## config.mk

```make
export PLATFORM = sky130hd
export DESIGN_NAME = rbd_divider
export DESIGN_NICKNAME = d
export VERILOG_FILES = /design/src/rtl/rbd_pkg.sv /design/src/rtl/rbd_divider.sv
export SDC_FILE = /design/constraint.sdc
export NUM_CORES = 1
export LEC_CHECK = 0
export ABC_AREA = 0
export BUFFER_PORTS_ARGS = -buffer_cell sky130_fd_sc_hd__buf_2
export CELL_PAD_IN_SITES_DETAIL_PLACEMENT = 2
export CELL_PAD_IN_SITES_GLOBAL_PLACEMENT = 2
export CORE_ASPECT_RATIO = 0.7
export CORE_MARGIN = 4
export CORE_UTILIZATION = 35
export CTS_CLUSTER_SIZE = 24
export DETAILED_ROUTE_END_ITERATION = 10
export HOLD_SLACK_MARGIN = 0.1
export PLACE_DENSITY = 0.64
export SLEW_MARGIN = 20
export SYNTH_ARGS = -nofsm -noshare
export SYNTH_HDL_FRONTEND = slang
export SYNTH_SLANG_ARGS = --single-unit
```

## constraint.sdc

```tcl
create_clock -name clk -period 2.1 [get_ports clk]
set_input_delay 0 -clock clk [delete_from_list [all_inputs] [get_ports clk]]
set_output_delay 0 -clock clk [all_outputs]
set_load 0.05 [all_outputs]
```

## src/rtl/rbd_pkg.sv

```systemverilog
`default_nettype none
// ============================================================================
// rbd_pkg
// Shared sizes, box edge tables and payload types of the RGB565 box
// downscaler.
// ============================================================================
package rbd_pkg;

    localparam int SRC_WIDTH  = 320;
    localparam int SRC_HEIGHT = 240;
    localparam int DST_WIDTH  = 160;
    localparam int DST_HEIGHT = 128;

    // port field widths
    localparam int PIX_W     = 16;
    localparam int COL_OUT_W = 8;
    localparam int ROW_OUT_W = 7;

    // RGB565 field layout
    localparam int RED_POS = 11;
    localparam int GRN_POS = 5;
    localparam int BLU_POS = 0;
    localparam int RED_W   = 5;
    localparam int GRN_W   = 6;
    localparam int BLU_W   = 5;
    localparam int CHAN_MAX = 63;

    // channel slots in a packed sum vector
    localparam int CH_R = 0;
    localparam int CH_G = 1;
    localparam int CH_B = 2;

    localparam int SCOL_W = $clog2(SRC_WIDTH + 1);
    localparam int SROW_W = $clog2(SRC_HEIGHT + 1);
    localparam int DCOL_W = $clog2(DST_WIDTH + 1);
    localparam int DROW_W = $clog2(DST_HEIGHT + 1);
    localparam int ADDR_W = (DST_WIDTH > 1) ? $clog2(DST_WIDTH) : 1;

    localparam int BOX_W_MAX = (SRC_WIDTH + DST_WIDTH - 1) / DST_WIDTH;
    localparam int BOX_H_MAX = (SRC_HEIGHT + DST_HEIGHT - 1) / DST_HEIGHT;
    localparam int BW_W      = $clog2(BOX_W_MAX + 1);
    localparam int BH_W      = $clog2(BOX_H_MAX + 1);
    localparam int CNT_MAX   = BOX_W_MAX * BOX_H_MAX;
    localparam int CNT_W     = $clog2(CNT_MAX + 1);
    localparam int SUM_W     = $clog2(CHAN_MAX * CNT_MAX + 1);
    localparam int QUO_W     = GRN_W;

    typedef logic [DST_WIDTH:0][SCOL_W-1:0]  col_tab_t;
    typedef logic [DST_HEIGHT:0][SROW_W-1:0] row_tab_t;

    function automatic col_tab_t build_col_tab();
        col_tab_t t;
        for (int i = 0; i <= DST_WIDTH; i++)
        begin
            t[i] = SCOL_W'((i * SRC_WIDTH) / DST_WIDTH);
        end
        return t;
    endfunction

    function automatic row_tab_t build_row_tab();
        row_tab_t t;
        for (int i = 0; i <= DST_HEIGHT; i++)
        begin
            t[i] = SROW_W'((i * SRC_HEIGHT) / DST_HEIGHT);
        end
        return t;
    endfunction

    // box i spans [EDGE[i], EDGE[i+1])
    localparam col_tab_t COL_EDGE = build_col_tab();
    localparam row_tab_t ROW_EDGE = build_row_tab();

    typedef logic [SUM_W-1:0] sum_t;
    typedef sum_t [2:0]       rgb_sum_t;
    typedef logic [QUO_W-1:0] quo_t;
    typedef quo_t [2:0]       rgb_quo_t;

    typedef struct packed {
        logic [DCOL_W-1:0] col;
        logic [DROW_W-1:0] row;
        logic              row_done;
    } box_tag_t;

    typedef struct packed {
        logic              col_last;
        logic              row_last;
        logic              first_row;
        logic [ADDR_W-1:0] addr;
        logic [BW_W-1:0]   cw;
        logic [BH_W-1:0]   rh;
        box_tag_t          tag;
    } acc_ctrl_t;

endpackage
`default_nettype wire

```

## src/rtl/rbd_divider.sv

```systemverilog
`default_nettype none
// ============================================================================
// rbd_divider
// Pipelined restoring divider: three channel sums by the box pixel count,
// one quotient bit per stage, with the box tag carried alongside.
// ============================================================================
module rbd_divider (
    input  wire logic                      clk,
    input  wire logic                      rst_n,
    input  wire logic                      adv,
    input  wire logic                      in_valid,
    input  wire rbd_pkg::rgb_sum_t         in_tot,
    input  wire logic [rbd_pkg::CNT_W-1:0] in_cnt,
    input  wire rbd_pkg::box_tag_t         in_tag,
    output logic                           out_valid,
    output rbd_pkg::rgb_quo_t              out_quo,
    output rbd_pkg::box_tag_t              out_tag
);

    localparam int QUO_W = rbd_pkg::QUO_W;
    localparam int SUM_W = rbd_pkg::SUM_W;
    localparam int CMP_W = rbd_pkg::SUM_W + rbd_pkg::QUO_W;

    logic [QUO_W:0]             v_reg;
    rbd_pkg::rgb_sum_t          rem_reg [QUO_W+1];
    rbd_pkg::rgb_quo_t          quo_reg [QUO_W+1];
    logic [rbd_pkg::CNT_W-1:0]  cnt_reg [QUO_W+1];
    rbd_pkg::box_tag_t          tag_reg [QUO_W+1];

    rbd_pkg::rgb_sum_t          rem_n [QUO_W];
    rbd_pkg::rgb_quo_t          quo_n [QUO_W];

    // stage j settles quotient bit QUO_W-1-j
    always_comb
    begin
        logic [CMP_W-1:0] dvs;
        logic [CMP_W-1:0] rem_ext;
        for (int j = 0; j < QUO_W; j++)
        begin
            dvs = CMP_W'(cnt_reg[j]) << (QUO_W - 1 - j);
            for (int k = 0; k < 3; k++)
            begin
                rem_ext     = CMP_W'(rem_reg[j][k]);
                rem_n[j][k] = rem_reg[j][k];
                quo_n[j][k] = quo_reg[j][k];
                if (rem_ext >= dvs)
                begin
                    rem_n[j][k]                = SUM_W'(rem_ext - dvs);
                    quo_n[j][k][QUO_W - 1 - j] = 1'b1;
                end
            end
        end
    end

    always_ff @(posedge clk or negedge rst_n)
    begin
        if (!rst_n)
            v_reg <= '0;
        else if (adv)
            v_reg <= {v_reg[QUO_W-1:0], in_valid};
    end

    always_ff @(posedge clk)
    begin
        if (adv)
        begin
            rem_reg[0] <= in_tot;
            quo_reg[0] <= '0;
            cnt_reg[0] <= in_cnt;
            tag_reg[0] <= in_tag;
            for (int j = 0; j < QUO_W; j++)
            begin
                rem_reg[j+1] <= rem_n[j];
                quo_reg[j+1] <= quo_n[j];
                cnt_reg[j+1] <= cnt_reg[j];
                tag_reg[j+1] <= tag_reg[j];
            end
        end
    end

    assign out_valid = v_reg[QUO_W];
    assign out_quo   = quo_reg[QUO_W];
    assign out_tag   = tag_reg[QUO_W];

`ifndef SYNTHESIS
    a_cnt_nonzero: assert property (@(posedge clk) disable iff (!rst_n)
        v_reg[0] |-> (cnt_reg[0] != '0))
        else $error("box pixel count is zero");

    a_rem_below_cnt: assert property (@(posedge clk) disable iff (!rst_n)
        v_reg[QUO_W] |-> ((rem_reg[QUO_W][rbd_pkg::CH_R] < cnt_reg[QUO_W])
                       && (rem_reg[QUO_W][rbd_pkg::CH_G] < cnt_reg[QUO_W])
                       && (rem_reg[QUO_W][rbd_pkg::CH_B] < cnt_reg[QUO_W])))
        else $error("division left a remainder not below the count");
`endif

endmodule
`default_nettype wire

```

Word level (Yosys, flattened, before mapping)
Memories as Yosys holds them, arrays and structs flattened.
Index checks and enable logic that the tools add are counted.
{"block": "totals", "reg_bits": 7, "latchBits": 0, "ramBits": 434, "romBits": 0, "output_inout_bits": 36, "n_memories": 4}
{"name": "rem_reg", "depth": 7, "word_bits": 24, "rd": 6, "rd_ports_with_merged_regs": 0, "write_ports": 7, "line": "rbd_divider.sv:25", "text": "rbd_pkg::rgb_sum_t rem_reg [QUO_W+1];"}
{"name": "quo_reg", "depth": 7, "word_bits": 18, "rd": 7, "rd_ports_with_merged_regs": 0, "write_ports": 7, "line": "rbd_divider.sv:26", "text": "rbd_pkg::rgb_quo_t quo_reg [QUO_W+1];"}
{"name": "tag_reg", "depth": 7, "word_bits": 17, "rd": 7, "rd_ports_with_merged_regs": 0, "write_ports": 7, "line": "rbd_divider.sv:28", "text": "rbd_pkg::box_tag_t tag_reg [QUO_W+1];"}
{"name": "cnt_reg", "depth": 7, "word_bits": 3, "rd": 6, "rd_ports_with_merged_regs": 0, "write_ports": 7, "line": "rbd_divider.sv:27", "text": "logic [rbd_pkg::CNT_W-1:0] cnt_reg [QUO_W+1];"}
{"block": "classes", "add_sub_neg": 18, "mul": 0, "div_mod_pow": 0, "order_cmp": 18, "eq_ne": 0, "shifts": 0, "muxes": 38, "bitwise_logic": 0, "n_reduce_logical": 0}
{"operator": "$mux 8", "count": 18}
{"operator": "$ge 8x3->1", "count": 3}
{"operator": "$ge 8x4->1", "count": 3}
{"operator": "$ge 8x5->1", "count": 3}
{"operator": "$ge 8x6->1", "count": 3}
{"operator": "$ge 8x7->1", "count": 3}
{"operator": "$ge 8x8->1", "count": 3}
{"operator": "$sub 8x3->8", "count": 3}
{"operator": "$sub 8x4->8", "count": 3}
{"operator": "$sub 8x5->8", "count": 3}
{"operator": "$sub 8x6->8", "count": 3}
{"operator": "$sub 8x7->8", "count": 3}
{"operator": "$sub 8x8->8", "count": 3}
{"operator": "$mux 1", "count": 20}

Depth between registers and ports, before layout
Gate-level depths: netlist of the first run.
{"block": "depth", "ltp_word": 2, "mapped_depth": 8}

Least setup slack after synthesis of the first run
Ideal clock, no wire load.
{"block": "synth_path", "path_type": "register to register", "from": "mem cnt_reg[1][1] (netlist bit)", "to": "mem rem_reg[2][6] (netlist bit) (data pin)", "setup_ns": 0.262, "t_arrival_ns": 1.920, "setup_slack_ns": -0.082, "stages_incl_launch_ff": 8, "n_path_buf": 1, "synth_period_minus_slack_ns": 2.182, "path_cell_list": "edfxtp_1 > inv_1 > ha_1 > or4b_1 > nor3_1 > or4_1 > buf_4 > mux2_1"}
{"item": "start: declaration", "line": "rbd_divider.sv:27"}
{"item": "end: declaration", "line": "rbd_divider.sv:25"}

==> impl_metrics.json, run 1 <==
{
  "drv_slew": 0,
  "dp_slack_ps": -52.7,
  "irDropWorstVdd_v": 0.000679,
  "busiest_layer": "met2",
  "grt_pass1_wl_mm": 43.7,
  "place_hpwl_mm": 18.7,
  "cts_tree": "yes",
  "reg2reg_depth": 5,
  "worstSetupPathType": "reg -> reg",
  "p_total_mw": 18.0,
  "port_buffers": 83,
  "die_h_um": 174,
  "syn_avg_cell_area_um2": 17.9,
  "drt_wl_total_mm": 27.1,
  "syn_area_um2": 13800,
  "crit_start": "cnt_reg[4][0]$_DFFE_PP_",
  "grt_use_met2_pct": 20.7,
  "crit_path_start_kind": "flop",
  "antennaDiodeCount": 0,
  "cp_max_fo": 4,
  "synth_top_area_share_pct": 74.6,
  "setup_ws_ps": -36.4,
  "viasPerCell": 4.64,
  "synth_edf_count": 344,
  "nNetsFinal": 1119,
  "p_leak_nw": 6.42,
  "cts_made_buffers": 37,
  "postSynthCellCount": 773,
  "dp_cells": 1427,
  "violations": "setup timing",
  "nFillCells": 3678,
  "core-area_um2": 38700,
  "synth.area.top_cells": "edfxtp_1 (75%), ha_1 (4.9%), fa_1 (2.2%)",
  "setup_viol": 6,
  "antenna_found_initial": 0,
  "hold_path_class": "in -> reg",
  "clk_latency_ps": 530,
  "drc": 0,
  "maxSlewHeadroom_pct": 66.9,
  "yosysTopAreaCell": "edfxtp_1",
  "synthFlopType": "edfxtp_1",
  "cp-endpoint": "rem_reg[5][19]$_DFFE_PP_",
  "largest_reg_flops": 144,
  "firstDrtPassIters": 4,
  "tightest_slew_ps": 492,
  "reg2reg_from": "cnt_reg[4][0]$_DFFE_PP_",
  "synth_most_common_cell": "edfxtp_1",
  "yosys_warnings": 0,
  "drt_iter0_drc": 331,
  "clk_path_buf_depth": 3,
  "grt_max_degree": 76,
  "crit_required_ps": 2370,
  "ant_nets": 0,
  "ys_seq_area_share_pct": 75.9,
  "die_x_um": 246,
  "num_rows": 60,
  "cts_root_buf": "clkbuf_16",
  "crit_arrival_ps": 2400,
  "outcome": "complete, but fails checks",
  "setup_tns_ps": -122,
  "grt_use_met3_pct": 2.62,
  "io_pins": 84,
  "fmax_mhz": 468,
  "grtUsageMet1_pct": 17.2,
  "fin_worst_skew_ps": 26.6,
  "wl_per_cell_um": 17.4,
  "cts_sinks": 351,
  "grt_pass1_vias": 8006,
  "post-route-min-period_ps": 2140,
  "globalplace.congestion": 0.799,
  "drive_gt1_share_pct": 26.4,
  "yosys-top-cells-count": "edfxtp_1 (344), ha_1 (54), inv_1 (54)",
  "end_kind": "flop",
  "rsz0062_at_grt": "yes",
  "initial_core_util_pct": 35.7,
  "grt.overflow.total": 0,
  "rrSetupSlack_ps": -40,
  "gr-usage-all-layers_pct": 12.7,
  "ys_ff_latch": 351,
  "htree_num_levels": 2,
  "cap_violations": 0,
  "fp.dieArea_um2": 42900,
  "ys_types": 53,
  "area_growth_pct": 25.7,
  "timing.rr.end": "rem_reg[5][19]$_DFFE_PP_",
  "syn-num-nets": 890,
  "finalHoldViolations": 0,
  "finalCritPeriodShare_pct": 102,
  "cellPowerDensity_nw_per_um2": 1040,
  "async_flop_share_pct": 1.99,
  "dr_total_vias": 7208,
  "path_clk_slew_ps": 60,
  "layoutNonFillerInstCount": 1555
}
timing repair:
action,4_1_cts,5_1_grt
pin swaps,1,6
buffers inserted,3,12
gates resized for setup,4,33
endpoints found under the setup margin,14,50
hold buffers,48,0
endpoints found under the hold margin,130,0
logic make-up after synthesis:
group / after synthesis / share of synthesized area, %
compound gates: 83 / 4.24
xor+xnor: 21 / 1.33
fa+ha+maj: 69 / 7.05
buf+inv: 56 / 1.55
flops: 351 / 75.9
mux: 46 / 3.76
simple gates: 147 / 6.20
metal layers:
layer	routed length (µm)	vias up
met5	0	-
met4	600	0
met3	975	44
met2	13000	94
met1	12600	3622
li1	-	3448
stage by stage:
step                hold WS, ps  area, µm²  util (%)
floorplan                  -296      13900         -
global placement           -163      15400      39.7
detailed placement         -162      15400      39.7
CTS                         135      17100      44.2
global route                152      17400      44.9
finish                      171      17400      44.9
power by group:
part | internal, mW | total, mW | switching [mW]
sequential | 8.57 | 8.97 | 0.406
clock | 4.07 | 6.71 | 2.64
combinational | 1.11 | 2.36 | 1.25
layout by cell type (no fill, tap or decap), types with 7 or more instances in the layout:
cell type      instances
a21oi_1               13
buf_12                 9
buf_2                 82
buf_4                 51
clkbuf_1               9
clkbuf_16             38
dfrtp_1                7
dlygate4sd3_1         48
edfxtp_1             344
fa_1                  13
ha_1                  48
inv_1                 47
mux2_2                23
mux2i_1               16
nand2_1               24
nand3_1                9
nor2_1                24
nor2b_1               14
nor3_1                19
nor4_1                 7
o21ai_0               11
o21ai_1                8
xor2_1                16
worst min path at each step:
| stage | from | to | slack (ps) | cells after the start |
|---|---|---|---|---|
| 2_1_floorplan | rst_n | v_reg[0]$_DFFE_PN0P_ | -300 | 0 |
| 3_3_place_gp | rst_n | v_reg[6]$_DFFE_PN0P_ | -160 | 1 |
| 3_5_place_dp | rst_n | v_reg[6]$_DFFE_PN0P_ | -160 | 1 |
| 4_1_cts | in_tot[12] | rem_reg[0][12]$_DFFE_PP_ | 140 | 2 |
| 5_1_grt | in_tot[12] | rem_reg[0][12]$_DFFE_PP_ | 150 | 2 |
| 6_report | in_tot[21] | rem_reg[0][21]$_DFFE_PP_ | 170 | 2 |
worst max-delay path: stages, from the launching register on:
cell      delay (ps)
edfxtp_1         460
ha_1             340
and4b_1          250
or3_4            390
nor2_4           130
mux2_4           310
final cells by class:
type | count | area, µm² | share of cell area [%]
sequential | 351 | 10500 | 60.4
multi-input combinational | 366 | 3310 | 19.0
timing repair buffer | 192 | 1480 | 8.51
clock buffer | 47 | 985 | 5.66
tap | 527 | 659 | 3.79
clock inverter | 18 | 251 | 1.45
inverter | 54 | 206 | 1.19
No activity file was read; power rests on OpenSTA's default activity.
==> run 2: changes to the inputs <==
--- a/config.mk
+++ b/config.mk
@@ -11,5 +11,5 @@
 export CELL_PAD_IN_SITES_GLOBAL_PLACEMENT = 2
-export CORE_ASPECT_RATIO = 0.7
 export CORE_MARGIN = 4
 export CORE_UTILIZATION = 35
+export CTS_BUF_LIST = sky130_fd_sc_hd__clkbuf_4
 export CTS_CLUSTER_SIZE = 24
==> constraint.sdc (replaced) <==
create_clock -name clk -period 2.1 [get_ports clk]
set_input_delay 0.42 -clock clk [delete_from_list [all_inputs] [get_ports clk]]
set_output_delay 0.42 -clock clk [all_outputs]
set_load 0.05 [all_outputs]
==> run 2 against run 1 <==
Effect of this change:
- the run now ends clean
- die area fell by 0.12%
- sequential power barely moved
- routed wire length rose by 7.2%
- register-to-register slack improved by 50 ps
- worst hold slack improved by 210 ps
- power fell by 2.2%
- fmax rose by 2.2%
- clock power fell by 8.0%
- utilization rose by 0.55 points
- sequential share of layout area fell by 1.0 points
- largest cell class unchanged
==> impl_metrics.json, run 2 (synthesized netlist as in run 1, its figures left out) <==
{
  "grt_max_degree": 63,
  "port_buffers": 83,
  "hold_path_class": "in -> reg",
  "path_cells": "clkinvlp_4 -> buf_4 -> fa_2 -> nand2_2 -> o311ai_4 -> buf_4 -> nand3b_1 -> mux2i_1",
  "p_total_mw": 17.6,
  "drt_wl_total_mm": 29.1,
  "area_growth_pct": 27.8,
  "fin_worst_skew_ps": 46.7,
  "place_hpwl_mm": 19.2,
  "wl_per_cell_um": 17.4,
  "final_cell_mix": "edfxtp_1 (344), clkbuf_4 (143), buf_2 (82)",
  "fmax_mhz": 478,
  "critPathSlowestCell": "edfxtp_1",
  "grt_pass1_vias": 8786,
  "ant_nets": 0,
  "final_area_um2": 17700,
  "drt_iter0_drc": 243,
  "cts_tree": "yes",
  "dp_slack_ps": -88.2,
  "cp_common_cell": "buf_4",
  "die_h_um": 207,
  "drive_gt1_share_pct": 35.5,
  "crit_required_ps": 2570,
  "setup_tns_ps": 0,
  "worstSetupPathType": "reg -> reg",
  "htree_num_levels": 3,
  "layoutNonFillerInstCount": 1668,
  "p_leak_nw": 6.66,
  "die_x_um": 207,
  "nNetsFinal": 1193,
  "post-route-util_pct": 45.5,
  "cts_sinks": 351,
  "irDropWorstVdd_v": 0.000410,
  "grt.overflow.total": 0,
  "outcome": "finished clean",
  "setup_viol": 0,
  "path_clk_slew_ps": 60,
  "io_pins": 84,
  "crit_path_start_kind": "flop",
  "num_rows": 72,
  "clk_path_buf_depth": 3,
  "fp.dieArea_um2": 42800,
  "end_kind": "flop",
  "viasPerCell": 4.56,
  "maxSlewHeadroom_pct": 63.3,
  "setup_ws_ps": 9.19,
  "largest_reg_flops": 144,
  "globalplace.congestion": 0.809,
  "cap_violations": 0,
  "finalHoldViolations": 0,
  "firstDrtPassIters": 4,
  "cp_slowest_stage_delay_ps": 410,
  "cts_root_buf": "clkbuf_4",
  "cp_max_fo": 6,
  "clk_latency_ps": 740,
  "dp_cells": 1434,
  "crit_arrival_ps": 2560,
  "antenna_found_initial": 1,
  "placed_area_um2": 15500,
  "dr_total_vias": 7599,
  "initial_core_util_pct": 35.6,
  "finalCritPeriodShare_pct": 99.6,
  "layout_commonest_cell": "edfxtp_1",
  "grt_pass1_wl_mm": 46.3,
  "post-route-min-period_ps": 2090,
  "crit_buf_inv": 3,
  "cts_made_buffers": 94,
  "tightest_slew_ps": 545,
  "drc": 0,
  "cp_top_family": "buffers and inverters",
  "core-area_um2": 38900,
  "drv_slew": 0,
  "rsz0062_at_grt": "yes",
  "gr-usage-all-layers_pct": 13.8,
  "timing.hold.ws_ps": 385,
  "cellPowerDensity_nw_per_um2": 997
}
==> run 2: repair_timing <==
item | CTS | global route
setup endpoints to repair | 23 | 45
pin swaps | 11 | 7
gates resized for setup | 29 | 34
setup buffers | 14 | 2
endpoints found under the hold margin | 70 | 0
hold buffers | 48 | 0
==> run 2: where the power goes <==
part	switching [mW]	internal [mW]
combinational	1.29	1.19
clock	2.81	3.36
sequential	0.421	8.57
total	4.53	13.1
==> run 2: per-layer routing <==
metal	share of wire [%]	vias up	global-route usage [%]
met2	56	133	26.1
met1	38	3764	14.7
met4	2.3	0	5.95
li1	-	3653	-
met5	0	-	0
met3	3.6	49	3.23
==> run 2: path summary, 6_finish.rpt <==
check | start | end | slack [ps] | depth (start not counted)
max | cnt_reg[3][1]$_DFFE_PP_ | rem_reg[4][5]$_DFFE_PP_ | 9 | 8
min | in_tot[20] | rem_reg[0][20]$_DFFE_PP_ | 380 | 2
max reg2reg | cnt_reg[3][1]$_DFFE_PP_ | rem_reg[4][5]$_DFFE_PP_ | 9 | 8
min reg2reg | quo_reg[5][5]$_DFFE_PP_ | quo_reg[6][5]$_DFFE_PP_ | 410 | 0
max in group asynchronous | rst_n | v_reg[3]$_DFFE_PN0P_ | 1200 | 3
min in group asynchronous | rst_n | v_reg[5]$_DFFE_PN0P_ | 650 | 3
==> run 2: worst register-to-register path: stages (launching register included) <==
cell	delay, ps
edfxtp_1	410
clkinvlp_4	240
buf_4	210
fa_2	380
nand2_2	120
o311ai_4	120
buf_4	190
nand3b_1	90
mux2i_1	70
==> run 2: cell type report <==
cell class	instances	area [µm²]
Inverter	54	211
Sequential cell	351	10500
Tap cell	518	648
Fill cell	3799	21200
Timing Repair Buffer	209	1610
Multi-Input combinational cell	366	3480
Clock inverter	26	171
Antenna cell	1	2.50
Clock buffer	143	1070
